**src/snorcs_pkg.sv**
```systemverilog
// Shared types, constants and the part ID table for the SPI NOR command splitter.
// No dependencies; every other file imports this package.
package snorcs_pkg;

  localparam int ADDR_W  = 24;
  localparam int LEN_W   = 13;
  localparam int SIZE_W  = 22;
  localparam int MAX_RES = 17;
  localparam int CNT_W   = 5;

  localparam int IN_TDATA_W  = 56;
  localparam int OUT_TDATA_W = 72;

  localparam logic [7:0] OPC_READ    = 8'h03;
  localparam logic [7:0] OPC_PROGRAM = 8'h02;
  localparam logic [7:0] OPC_ERASE   = 8'h20;

  typedef enum logic [1:0] {
    OP_READ     = 2'd0,
    OP_PROGRAM  = 2'd1,
    OP_ERASE    = 2'd2,
    OP_IDENTIFY = 2'd3
  } op_e;

  typedef enum logic [1:0] {
    KIND_COMMAND = 2'd0,
    KIND_NOTHING = 2'd1,
    KIND_KNOWN   = 2'd2,
    KIND_UNKNOWN = 2'd3
  } kind_e;

  typedef enum logic [1:0] {
    MODE_SINGLE  = 2'd0,
    MODE_PROGRAM = 2'd1,
    MODE_ERASE   = 2'd2
  } mode_e;

  typedef struct packed {
    kind_e              kind;
    logic [7:0]         opcode;
    logic [ADDR_W-1:0]  addr;
    logic [LEN_W-1:0]   bytes;
    logic               wen;
    logic [SIZE_W-1:0]  size;
    logic               last;
  } result_t;

  // One classified request as it waits between front and back
  typedef struct packed {
    mode_e              mode;
    result_t            res;   // complete result for single-result requests
    logic [ADDR_W-1:0]  addr;  // program start or first sector base
    logic [LEN_W-1:0]   len;   // saturated program length
    logic [CNT_W-1:0]   cnt;   // sector count, already clamped
  } desc_t;

  typedef struct packed {
    logic  valid;
    desc_t desc;
  } q_out_t;

  function automatic logic [SIZE_W-1:0] part_size(input logic [7:0] manf,
                                                  input logic [7:0] dev);
    logic [SIZE_W-1:0] size;
    size = '0;
    if (manf == 8'hC2 && dev == 8'h15) size = SIZE_W'(32'h200000);
    else if (manf == 8'hC2 && dev == 8'h14) size = SIZE_W'(32'h100000);
    else if (manf == 8'hEF && dev == 8'h12) size = SIZE_W'(32'h080000);
    else if (manf == 8'hEF && dev == 8'h11) size = SIZE_W'(32'h040000);
    return size;
  endfunction

endpackage

```
**src/snorcs_front.sv**
```systemverilog
// Front end: classifies one request into a queue descriptor.
// Depends on snorcs_pkg.
module snorcs_front #(
  parameter int SECTOR_BYTES      = 4096,
  parameter int MAX_REQUEST_BYTES = 4096
) (
  input  logic [1:0]                      operation_i,
  input  logic [snorcs_pkg::ADDR_W-1:0]   start_offset_i,
  input  logic [snorcs_pkg::LEN_W-1:0]    request_length_i,
  input  logic [7:0]                      manufacturer_id_i,
  input  logic [7:0]                      device_id_i,
  output snorcs_pkg::desc_t               desc_o
);
  import snorcs_pkg::*;

  localparam int SEC_SH = $clog2(SECTOR_BYTES);
  localparam int SPAN_W = ADDR_W + 1;

  logic [LEN_W-1:0]  len_sat;
  logic [SPAN_W-1:0] span;
  logic [SPAN_W-1:0] sectors;
  logic [CNT_W-1:0]  cnt;
  logic [SIZE_W-1:0] size;

  always_comb begin
    if (32'(request_length_i) > 32'(MAX_REQUEST_BYTES)) begin
      len_sat = LEN_W'(MAX_REQUEST_BYTES);
    end else begin
      len_sat = request_length_i;
    end
  end

  // offset within its sector plus length minus one, then whole sectors past the first
  assign span    = SPAN_W'(start_offset_i & ADDR_W'(SECTOR_BYTES - 1))
                 + SPAN_W'(len_sat) - SPAN_W'(1);
  assign sectors = span >> SEC_SH;
  assign cnt     = (sectors >= SPAN_W'(MAX_RES - 1)) ? CNT_W'(MAX_RES)
                                                    : CNT_W'(sectors) + CNT_W'(1);
  assign size    = part_size(manufacturer_id_i, device_id_i);

  always_comb begin
    desc_o       = '0;
    desc_o.mode  = MODE_SINGLE;
    desc_o.res.last = 1'b1;
    desc_o.len   = len_sat;
    desc_o.cnt   = cnt;
    if (operation_i == OP_IDENTIFY) begin
      desc_o.res.kind = (size != '0) ? KIND_KNOWN : KIND_UNKNOWN;
      desc_o.res.size = size;
    end else if (len_sat == '0) begin
      desc_o.res.kind = KIND_NOTHING;
    end else if (operation_i == OP_READ) begin
      desc_o.res.kind   = KIND_COMMAND;
      desc_o.res.opcode = OPC_READ;
      desc_o.res.addr   = start_offset_i;
      desc_o.res.bytes  = len_sat;
    end else if (operation_i == OP_PROGRAM) begin
      desc_o.mode = MODE_PROGRAM;
      desc_o.addr = start_offset_i;
    end else begin
      desc_o.mode = MODE_ERASE;
      desc_o.addr = start_offset_i & ~ADDR_W'(SECTOR_BYTES - 1);
    end
  end

endmodule

```
**src/snorcs_queue.sv**
```systemverilog
// Two-entry descriptor queue between front and back.
// Depends on snorcs_pkg.
module snorcs_queue (
  input  logic                clk_i,
  input  logic                rst_ni,
  input  logic                push_i,
  input  snorcs_pkg::desc_t   desc_i,
  output logic                full_o,
  input  logic                pop_i,
  output snorcs_pkg::q_out_t  head_o
);
  import snorcs_pkg::*;

  desc_t      mem_q [2];
  logic       wr_ptr_q, wr_ptr_d;
  logic       rd_ptr_q, rd_ptr_d;
  logic [1:0] cnt_q, cnt_d;

  assign full_o      = (cnt_q == 2'd2);
  assign head_o.valid = (cnt_q != 2'd0);
  assign head_o.desc  = mem_q[rd_ptr_q];

  always_comb begin
    wr_ptr_d = wr_ptr_q + 1'b1;
    rd_ptr_d = rd_ptr_q + 1'b1;
    if (!push_i) wr_ptr_d = wr_ptr_q;
    if (!pop_i)  rd_ptr_d = rd_ptr_q;
    cnt_d = cnt_q + 2'(push_i) - 2'(pop_i);
  end

  always_ff @(posedge clk_i) begin
    if (push_i) begin
      mem_q[wr_ptr_q] <= desc_i;
    end
  end

  always_ff @(posedge clk_i or negedge rst_ni) begin
    if (!rst_ni) begin
      wr_ptr_q <= 1'b0;
      rd_ptr_q <= 1'b0;
      cnt_q    <= 2'd0;
    end else begin
      wr_ptr_q <= wr_ptr_d;
      rd_ptr_q <= rd_ptr_d;
      cnt_q    <= cnt_d;
    end
  end

endmodule

```
**src/snorcs_back.sv**
```systemverilog
// Back end: walks one descriptor into result items, one per cycle unless the output stalls, into an output register.
// Depends on snorcs_pkg.
module snorcs_back #(
  parameter int PAGE_BYTES   = 256,
  parameter int SECTOR_BYTES = 4096
) (
  input  logic                clk_i,
  input  logic                rst_ni,
  input  snorcs_pkg::q_out_t  head_i,
  output logic                pop_o,
  output snorcs_pkg::result_t res_o,
  output logic                valid_o,
  input  logic                ready_i
);
  import snorcs_pkg::*;

  typedef enum logic [1:0] {
    ST_IDLE = 2'b01,
    ST_RUN  = 2'b10
  } state_e;

  state_e            state_q, state_d;
  mode_e             mode_q, mode_d;
  logic [ADDR_W-1:0] addr_q, addr_d;
  logic [LEN_W-1:0]  left_q, left_d;
  logic [CNT_W-1:0]  cnt_q, cnt_d;
  logic [CNT_W-1:0]  idx_q, idx_d;
  result_t           out_q, out_d;
  logic              out_v_q, out_v_d;

  logic              slot_free;
  logic [LEN_W-1:0]  pg_off, room, piece;
  result_t           step_res;

  assign slot_free = !out_v_q || ready_i;
  assign res_o     = out_q;
  assign valid_o   = out_v_q;

  assign pg_off = LEN_W'(addr_q & ADDR_W'(PAGE_BYTES - 1));
  assign room   = LEN_W'(PAGE_BYTES) - pg_off;
  assign piece  = (left_q < room) ? left_q : room;

  always_comb begin
    step_res      = '0;
    step_res.kind = KIND_COMMAND;
    step_res.addr = addr_q;
    step_res.wen  = 1'b1;
    if (mode_q == MODE_PROGRAM) begin
      step_res.opcode = OPC_PROGRAM;
      step_res.bytes  = piece;
      step_res.last   = (left_q == piece) || (idx_q == CNT_W'(MAX_RES - 1));
    end else begin
      step_res.opcode = OPC_ERASE;
      step_res.last   = (idx_q + CNT_W'(1) == cnt_q);
    end
  end

  always_comb begin
    state_d = state_q;
    mode_d  = mode_q;
    addr_d  = addr_q;
    left_d  = left_q;
    cnt_d   = cnt_q;
    idx_d   = idx_q;
    out_d   = out_q;
    out_v_d = out_v_q && !ready_i;
    pop_o   = 1'b0;
    unique case (state_q)
      ST_IDLE: begin
        if (head_i.valid && slot_free) begin
          pop_o  = 1'b1;
          mode_d = head_i.desc.mode;
          addr_d = head_i.desc.addr;
          left_d = head_i.desc.len;
          cnt_d  = head_i.desc.cnt;
          idx_d  = '0;
          if (head_i.desc.mode == MODE_PROGRAM || head_i.desc.mode == MODE_ERASE) begin
            state_d = ST_RUN;
          end else begin
            out_d   = head_i.desc.res;
            out_v_d = 1'b1;
          end
        end
      end
      ST_RUN: begin
        if (slot_free) begin
          out_d   = step_res;
          out_v_d = 1'b1;
          idx_d   = idx_q + CNT_W'(1);
          if (mode_q == MODE_PROGRAM) begin
            left_d = left_q - piece;
            addr_d = addr_q + ADDR_W'(piece);
          end else begin
            addr_d = addr_q + ADDR_W'(SECTOR_BYTES);
          end
          if (step_res.last) state_d = ST_IDLE;
        end
      end
      default: state_d = ST_IDLE;
    endcase
  end

  always_ff @(posedge clk_i) begin
    mode_q <= mode_d;
    addr_q <= addr_d;
    left_q <= left_d;
    cnt_q  <= cnt_d;
    idx_q  <= idx_d;
    out_q  <= out_d;
  end

  always_ff @(posedge clk_i or negedge rst_ni) begin
    if (!rst_ni) begin
      state_q <= ST_IDLE;
      out_v_q <= 1'b0;
    end else begin
      state_q <= state_d;
      out_v_q <= out_v_d;
    end
  end

endmodule

```
**src/spi_nor_command_splitter_top.sv**
```systemverilog
// SPI NOR command splitter: turns host flash requests into NOR command items.
// Depends on snorcs_pkg, snorcs_front, snorcs_queue, snorcs_back.
//
// Input channel s_axis: one request per item, operation in tuser.
// Output channel m_axis: command descriptors, result kind in tuser, tlast on
// the final item of each request.
// Read, identify and zero-length requests give one item; a program gives one
// item per page piece, an erase one item per sector touched, at most 17.
// When the back end is free, a single-item request passes through the queue and
// the output register; the first item of a multi-item request also waits for
// the back end to take the request off the queue and enter its run state. It
// then emits one item per cycle while the output is not stalled, and takes the
// next request off the queue only after the final item of this one.
// A two-entry queue lets requests be accepted while the back end works or the
// receiver stalls; s_axis_tready drops only when the queue is full.
// A stalled output item holds in the output register until taken.
// Reset empties the queue and the output register and returns the back end to idle.
// PAGE_BYTES and SECTOR_BYTES must be powers of two; the block itself does not enforce this.
module spi_nor_command_splitter_top #(
  parameter int PAGE_BYTES        = 256,
  parameter int SECTOR_BYTES      = 4096,
  parameter int MAX_REQUEST_BYTES = 4096
) (
  input  logic                                clk_i,
  input  logic                                rst_ni,
  input  logic                                s_axis_tvalid,
  output logic                                s_axis_tready,
  // start_offset[23:0], request_length[36:24], manufacturer_id[44:37],
  // device_id[52:45], zero fill
  input  logic [snorcs_pkg::IN_TDATA_W-1:0]   s_axis_tdata,
  // operation[1:0]
  input  logic [1:0]                          s_axis_tuser,
  output logic                                m_axis_tvalid,
  input  logic                                m_axis_tready,
  // command_opcode[7:0], flash_address[31:8], transfer_bytes[44:32],
  // needs_write_enable[45], part_size_bytes[67:46], zero fill
  output logic [snorcs_pkg::OUT_TDATA_W-1:0]  m_axis_tdata,
  // result_kind[1:0]
  output logic [1:0]                          m_axis_tuser,
  output logic                                m_axis_tlast
);
  import snorcs_pkg::*;

  desc_t   desc;
  q_out_t  head;
  logic    q_full;
  logic    push;
  logic    pop;
  result_t res;

  assign s_axis_tready = !q_full;
  assign push          = s_axis_tvalid && !q_full;

  snorcs_front #(
    .SECTOR_BYTES      (SECTOR_BYTES),
    .MAX_REQUEST_BYTES (MAX_REQUEST_BYTES)
  ) u_front (
    .operation_i       (s_axis_tuser),
    .start_offset_i    (s_axis_tdata[23:0]),
    .request_length_i  (s_axis_tdata[36:24]),
    .manufacturer_id_i (s_axis_tdata[44:37]),
    .device_id_i       (s_axis_tdata[52:45]),
    .desc_o            (desc)
  );

  snorcs_queue u_queue (
    .clk_i  (clk_i),
    .rst_ni (rst_ni),
    .push_i (push),
    .desc_i (desc),
    .full_o (q_full),
    .pop_i  (pop),
    .head_o (head)
  );

  snorcs_back #(
    .PAGE_BYTES   (PAGE_BYTES),
    .SECTOR_BYTES (SECTOR_BYTES)
  ) u_back (
    .clk_i   (clk_i),
    .rst_ni  (rst_ni),
    .head_i  (head),
    .pop_o   (pop),
    .res_o   (res),
    .valid_o (m_axis_tvalid),
    .ready_i (m_axis_tready)
  );

  assign m_axis_tdata = {4'b0, res.size, res.wen, res.bytes, res.addr, res.opcode};
  assign m_axis_tuser = res.kind;
  assign m_axis_tlast = res.last;

endmodule

```
**config.mk**
```make
export PLATFORM = sky130hd
export DESIGN_NAME = spi_nor_command_splitter_top
export DESIGN_NICKNAME = d
export VERILOG_FILES = /design/src/snorcs_pkg.sv /design/src/snorcs_front.sv /design/src/snorcs_queue.sv /design/src/snorcs_back.sv /design/src/spi_nor_command_splitter_top.sv
export SDC_FILE = /design/constraint.sdc
export NUM_CORES = 1
export LEC_CHECK = 0
export BUFFER_PORTS_ARGS = -buffer_cell sky130_fd_sc_hd__buf_2
export CORE_MARGIN = 3
export CORE_UTILIZATION = 40
export DETAILED_ROUTE_END_ITERATION = 16
export MAX_ROUTING_LAYER = met4
export PLACE_DENSITY = 0.55
export SYNTH_ARGS = -nofsm -noshare
export SYNTH_HDL_FRONTEND = slang
export SYNTH_HIERARCHICAL = 1
export SYNTH_SLANG_ARGS = --single-unit
```
**constraint.sdc**
```tcl
create_clock -name clk_i -period 7.4 [get_ports clk_i]
set_input_delay 0.37 -clock clk_i [delete_from_list [all_inputs] [get_ports clk_i]]
set_output_delay 0.37 -clock clk_i [all_outputs]
set_load 0.01 [all_outputs]
```
# Word level (Yosys, flattened, before mapping)
# Memory sizes are Yosys's and may differ from the RTL's.
# Cells that the tools add are included.
[word_totals]
memories = 1
mem_bits_rw = 214
wordCells = 132
output_inout_bits = 77
ff_bits = 127
inputBits = 62
[classes]
order_cmp = 3
n_eq_ne = 23
n_mux = 53
add_sub_neg = 12
reduce_logical = 23
[mem_list]
columns = ["name", "words", "width", "rd", "rd_clocked_by_memory_dff", "write_ports", "line", "text"]
rows = [
  ["u_queue.mem_q", 2, 107, 1, 0, 1, "snorcs_queue.sv:14", "desc_t mem_q [2];"],
]
[op_table]
columns = ["op", "count"]
rows = [
  ["71-bit 2-to-1 mux", 3],
  ["24-bit 2-to-1 mux", 6],
  ["71-bit one-hot mux with 2 select lines", 1],
  ["39-bit 2-to-1 mux", 3],
  ["22-bit 2-to-1 mux", 4],
  ["13-bit 2-to-1 mux", 6],
  ["24-bit one-hot mux with 2 select lines", 1],
  ["8-bit by 5-bit equality test with 1-bit output, second input constant", 4],
  ["13-bit one-hot mux with 2 select lines", 1],
  ["25-bit by 1-bit subtractor with 25-bit output, second input constant", 1],
  ["24-bit by 13-bit adder with 24-bit output", 1],
  ["24-bit by 13-bit adder with 24-bit output, second input constant", 1],
  ["22-bit nonzero test", 1],
  ["2-bit 2-to-1 mux", 10],
  ["19-bit 2-to-1 mux", 1],
  ["8-bit equality test, second input constant", 2],
  ["5-bit 2-to-1 mux", 3],
  ["12-bit by 13-bit adder with 14-bit output", 1],
  ["13-bit equality test", 1],
  ["13-bit by 5-bit greater-or-equal comparator with 1-bit output, second input constant", 1],
  ["13-bit > comparator, second input constant", 1],
  ["13-bit logical NOT", 1],
  ["13-bit less-than comparator", 1],
  ["13-bit subtractor", 1],
  ["25 further kinds", 58],
]

# Longest topological paths before layout
[depth]
word_depth = 9
depth_mapped = 22

# Hierarchy
# Netlist, hierarchy kept.
[modules_own_cells]
columns = ["module", "area_per_inst_um2", "cells_per_inst", "seq_area_each_um2", "n_inst"]
rows = [
  ["snorcs_queue", 8653.3, 373, 7006.7, 1],
  ["snorcs_back", 7133.1, 619, 3679.8, 1],
  ["snorcs_front", 1508.9, 242, 0.0, 1],
  ["spi_nor_command_splitter_top", 43.8, 7, 0.0, 1],
]

# Worst setup path after synthesis
# No wires, ideal clock.
[synth_timing]
kind = "register to register"
from = "register u_queue.cnt_q[1]"
to = "memory u_queue/mem_q[0][0] (netlist name) (enable)"
setup_ns = 0.604
path_slack_ns = 0.954
path_buffers = 0
path_stages_with_launch = 4
synth_period_minus_slack_ns = 6.446
t_arrival_ns = 5.842
cell_sequence = "dfrtp_1 nor2b_1 nor2b_1 nor2b_1"
[synth_via]
elab_chain_cells = 5
[synth_rtl]
columns = ["item", "line", "text"]
rows = [
  ["from (decl)", "snorcs_queue.sv:17", "logic [1:0] cnt_q, cnt_d;"],
  ["from (signal assigned)", "snorcs_queue.sv:45", "cnt_q <= cnt_d;"],
  ["2-bit equality test", "snorcs_queue.sv:19", "assign full_o = (cnt_q == 2'd2);"],
  ["via q_full", "spi_nor_command_splitter_top.sv:46", "logic q_full;"],
  ["1-bit logical NOT", "spi_nor_command_splitter_top.sv:52", "assign push = s_axis_tvalid && !q_full;"],
  ["1-bit logical AND", "spi_nor_command_splitter_top.sv:52", ""],
  ["via push", "spi_nor_command_splitter_top.sv:47", "logic push;"],
  ["1-bit 2-to-1 mux", "snorcs_queue.sv:32", "if (push_i) begin"],
  ["1-bit 2-to-1 mux (not written as such)", "snorcs_queue.sv:33", "mem_q[wr_ptr_q] <= desc_i;"],
  ["to (decl)", "snorcs_queue.sv:14", ""],
]
# The timed path passes the listed nets, and every way through them passes these cells.

# Final worst setup path
[layout_timing]
from = "register u_back.addr_q[2]"
to = "register u_back.addr_q[22], data pin"
[layout_via]
elab_chain_cells = 7
[layout_rtl]
columns = ["item", "line", "text"]
rows = [
  ["from (decl)", "snorcs_back.sv:24", "logic [ADDR_W-1:0] addr_q, addr_d;"],
  ["from (signal assigned)", "snorcs_back.sv:105", "addr_q <= addr_d;"],
  ["9-bit by 8-bit subtractor with 10-bit output", "snorcs_back.sv:40", "assign room = LEN_W'(PAGE_BYTES) - pg_off;"],
  ["13-bit less-than comparator", "snorcs_back.sv:41", "assign piece = (left_q < room) ? left_q : room;"],
  ["13-bit 2-to-1 mux", "snorcs_back.sv:41", ""],
  ["24-bit by 13-bit adder with 24-bit output", "snorcs_back.sv:92", "addr_d = addr_q + ADDR_W'(piece);"],
  ["24-bit 2-to-1 mux *", "snorcs_back.sv:90", "if (mode_q == MODE_PROGRAM) begin"],
  ["24-bit 2-to-1 mux *", "snorcs_back.sv:86", "if (slot_free) begin"],
  ["24-bit one-hot mux with 2 select lines *", "snorcs_back.sv:68", "unique case (state_q)"],
  ["via u_back.addr_d[22]", "snorcs_back.sv:24", ""],
]
# Mark *: on every way through the listed nets, which the timed path passes. The rest lies on a longest branch. The select of a mux whose other input is x is not followed.
# A chain may end at the register's enable or synchronous reset.

==> out/metrics.json <==
{
  "worst_setup_path_category": {"value": "flip-flop to flip-flop"},
  "finalNonFillerCells": {"value": 1994},
  "fmax": {"value": 170, "unit": "MHz"},
  "routed_wire_length_per_instance": {"value": 18.4, "unit": "µm"},
  "cts.reportedPaths.clkPinSlew": {"value": 0.06, "unit": "ns"},
  "cp_data_required_time": {"value": 7.78, "unit": "ns"},
  "critical_path_buf_inv_count": {"value": 2},
  "fp.dieH": {"value": 214, "unit": "µm"},
  "synth_area_leaders": {"value": "edfxtp_1 (61%), mux2_2 (6.1%), ha_1 (4.7%)"},
  "antennaDiodeCount": {"value": 0},
  "rsz0062_at_grt": {"value": "false"},
  "run_status": {"value": "complete, no violations"},
  "finalSetupViolCount": {"value": 0},
  "cp_data_arrival_time": {"value": 6.28, "unit": "ns"},
  "postRouteWirelength": {"value": 36700, "unit": "µm"},
  "grt_start_max_net_pins": {"value": 78},
  "mean_syn_cell_area": {"value": 14.0, "unit": "µm²"},
  "finalWorstPathRequiredPeriod": {"value": 5.90, "unit": "ns"},
  "globalplace.congestion": {"value": 0.828},
  "met3_wl": {"value": 1520, "unit": "µm"},
  "timing.hold.worst.class": {"value": "input pin to flip-flop"},
  "numClockSinks": {"value": 357},
  "met1Wirelength": {"value": 17200, "unit": "µm"},
  "critical-path-slowest-cell": {"value": "a21oi_2"},
  "gr-total-overflow": {"value": 0},
  "final_layout_size_suffix_gt1_share": {"value": 25.9, "unit": "%"},
  "finish.net_count": {"value": 1514},
  "core": {"value": 42400, "unit": "µm²"},
  "crit_chain": {"value": "or3_1, or2_2, nor4_2, xnor2_1, inv_1, ha_1, and4_1, a211oi_2, o211ai_1, a21oi_2, mux2i_1, ha_1, inv_1, fa_1, nand3b_4, a2111oi_4, o41ai_2, a211o_1, a2111o_1, o221ai_1"},
  "tritoncts.num_buffers": {"value": 41},
  "grt_antenna_before_repair": {"value": 0},
  "synth-edff-count": {"value": 350},
  "cts_tree": {"value": "yes"},
  "clock_skew": {"value": 0.0243, "unit": "ns"},
  "power.leakage": {"value": 0.00764, "unit": "µW"},
  "die-width": {"value": 214, "unit": "µm"},
  "route.vias.total": {"value": 9979},
  "post-place-cells": {"value": 1918},
  "cts.htree.levels": {"value": 2},
  "post-route-util": {"value": 46.6, "unit": "%"},
  "detail-route-antenna-nets": {"value": 0},
  "totalPowerFinal": {"value": 9000, "unit": "µW"},
  "synth-warning-count": {"value": 6},
  "initial_utilization": {"value": 40.9, "unit": "%"},
  "drc": {"value": 0},
  "cts_resized": {"value": 0},
  "route.detailed.vias_per_inst": {"value": 5.00},
  "async_flop_share": {"value": 1.96, "unit": "%"},
  "synth_top_area_share": {"value": 60.6, "unit": "%"},
  "critical_path.max_stage_delay": {"value": 0.50, "unit": "ns"},
  "drt_first_pass_iters": {"value": 4},
  "period_share": {"value": 79.7, "unit": "%"},
  "top_layer": {"value": "met4"},
  "worst_slew_margin_rel": {"value": 28.4, "unit": "%"},
  "detailedRoute.firstIterationViolations": {"value": 522},
  "max-vdd-ir-drop": {"value": 0.221, "unit": "mV"},
  "fp.dieArea": {"value": 45900, "unit": "µm²"},
  "synth_cell_types": {"value": 79},
  "path_delay_family": {"value": "compound AO/OA/AOI/OAI gates"},
  "final_hold_viol_count": {"value": 0},
  "ys_ff_latch": {"value": 357},
  "postSynth.topFlopCell": {"value": "edfxtp_1"},
  "place_hpwl": {"value": 24100, "unit": "µm"},
  "max_fanout_on_critical_path": {"value": 9},
  "row_count": {"value": 75},
  "cts_root_buffer": {"value": "clkbuf_16"},
  "wl_met2": {"value": 17200, "unit": "µm"},
  "grt_first_pass_wirelength": {"value": 57700, "unit": "µm"},
  "critical_path.startpoint_type": {"value": "flip-flop"},
  "timing_max_transition_violations_final": {"value": 0},
  "tns": {"value": 0, "unit": "ns"},
  "io_buffer_count": {"value": 131},
  "count_of_pins_on_the_block_boundary": {"value": 139},
  "synth_area": {"value": 17300, "unit": "µm²"},
  "clk_latency": {"value": 0.55, "unit": "ns"},
  "post_synth_inst_count": {"value": 1241},
  "grt_util_all_layers": {"value": 16.5, "unit": "%"},
  "synth.yosys.seq_area_share": {"value": 61.6, "unit": "%"},
  "crit_path_end_kind": {"value": "flip-flop"},
  "power_density": {"value": 455, "unit": "nW/µm²"},
  "worstMarginPinSlew": {"value": 1.07, "unit": "ns"},
  "buffers_from_clock_root_to_sink_at_most": {"value": 3},
  "first_global_vias": {"value": 10215},
  "syn_to_final_growth": {"value": 14.1, "unit": "%"},
  "synth_top_cell_by_area": {"value": "edfxtp_1"},
  "number_of_violations_of_the_max_capacitance_limit": {"value": 0}
}
[final cells by class]
| cell class | count | area, µm² |
|---|---|---|
| repair buffers | 145 | 763 |
| multi-input cells | 739 | 5960 |
| fillers | 3893 | 22600 |
| inverters | 101 | 379 |
| flip-flops and latches | 357 | 10700 |
| clock inverters | 25 | 180 |
| well taps | 577 | 722 |
| clock buffers | 50 | 1080 |
[registers in the layout (all words and copies together) (netlist names)]
register	flops
u_back/valid_o	1
u_back/addr_q	24
u_queue/rd_ptr_q	1
u_queue/cnt_q	2
u_queue/wr_ptr_q	1
u_back/idx_q	5
u_back/res_o	71
u_back/cnt_q	5
u_back/left_q	13
u_queue/mem_q	230
u_back/mode_q	2
u_back/state_q	2
[power by group]
group | switching (µW) | leakage, µW | internal [µW]
Clock | 789 | 0.000611 | 1110
Combinational | 2030 | 0.00365 | 1520
Sequential | 323 | 0.00337 | 3220
Total | 3150 | 0.00764 | 5850
[final timing paths]
| kind | startpoint | endpoint | slack (ns) | depth (start not counted) |
|---|---|---|---|---|
| max reg2reg | u_back/addr_q[2] | u_back/addr_q[22] | 1.50 | 20 |
| max in group asynchronous | rst_ni | u_back/state_q[0] | 6.97 | 2 |
| min in group asynchronous | rst_ni | u_queue/cnt_q[1] | 0.19 | 2 |
| min | s_axis_tdata[12] | u_queue/mem_q[0][91] | 0.13 | 2 |
| max | u_back/addr_q[2] | u_back/addr_q[22] | 1.50 | 20 |
| min reg2reg | u_queue/wr_ptr_q | u_queue/wr_ptr_q | 0.54 | 1 |
[cell usage after synthesis, types with 7 or more instances]
master / n
edfxtp_1: 350
inv_1: 100
mux2_2: 94
ha_1: 65
nor2_1: 60
nand2_1: 56
nor2b_1: 43
mux2_4: 40
and2_1: 33
buf_4: 33
o21ai_0: 30
a21oi_1: 25
nor3_1: 21
xnor2_1: 21
clkbuf_1: 19
nand3_1: 15
mux2i_1: 13
a21o_1: 12
o21a_1: 11
o2bb2ai_1: 11
xor2_1: 10
and2_4: 9
and3_1: 9
buf_2: 9
nor4_1: 9
a22o_1: 8
buf_6: 8
nand4_1: 8
a211oi_1: 7
o31ai_1: 7
[metal layers]
layer,track usage [%],up-vias
met5,-,-
met4,4.77,0
met3,2.73,50
met2,25.9,195
met1,22.3,4910
li1,-,4824
[placed cells by master, fill, tap and decap left out, drive strengths merged, types with 11 or more instances in the layout]
master   synthesis  final
nand2           56     56
nand3           15     15
edfxtp         350    350
a21oi           26     26
clkbuf          19     50
inv            101    101
buf             56    144
nor3            21     21
ha              65     65
and2            42     42
xnor2           21     21
a21o            12     12
conb             4     35
o2bb2ai         11     11
nor2            60     60
clkinv           0     20
o21ai           31     31
o21a            11     11
nor4            11     11
mux2           134    134
mux2i           13     13
nor2b           43     43
[metrics by stage]
step	area, µm²	hold slack [ns]	worst slack [ns]
finish	19800	0.130	1.50
global placement	18500	0.216	1.56
CTS	19800	0.0951	1.49
global route	19800	0.107	1.15
detailed placement	18500	0.219	1.52
floorplan	17500	0.0744	0.954
[repair_timing]
action / in CTS / in global routing
hold buffers: 1 / 0
setup buffers: 0 / 0
hold endpoints to repair: 7 / 0
[cell families (layout without fill, tap and decap cells)]
group                      Yosys count  in the layout  share of synthesized area, %
other                                4             35                        0.0866
adders and majority gates           67             67                          4.92
and+or+nand+nor                    299            299                          9.45
buffers and inverters              176            321                          4.94
xor gates and xnor gates            35             35                          2.11
muxes                              147            147                          10.3
AOI/OAI and AO/OA                  156            156                          6.55
DFF                                357            357                          61.6
Power figures use the tool's default switching activity.
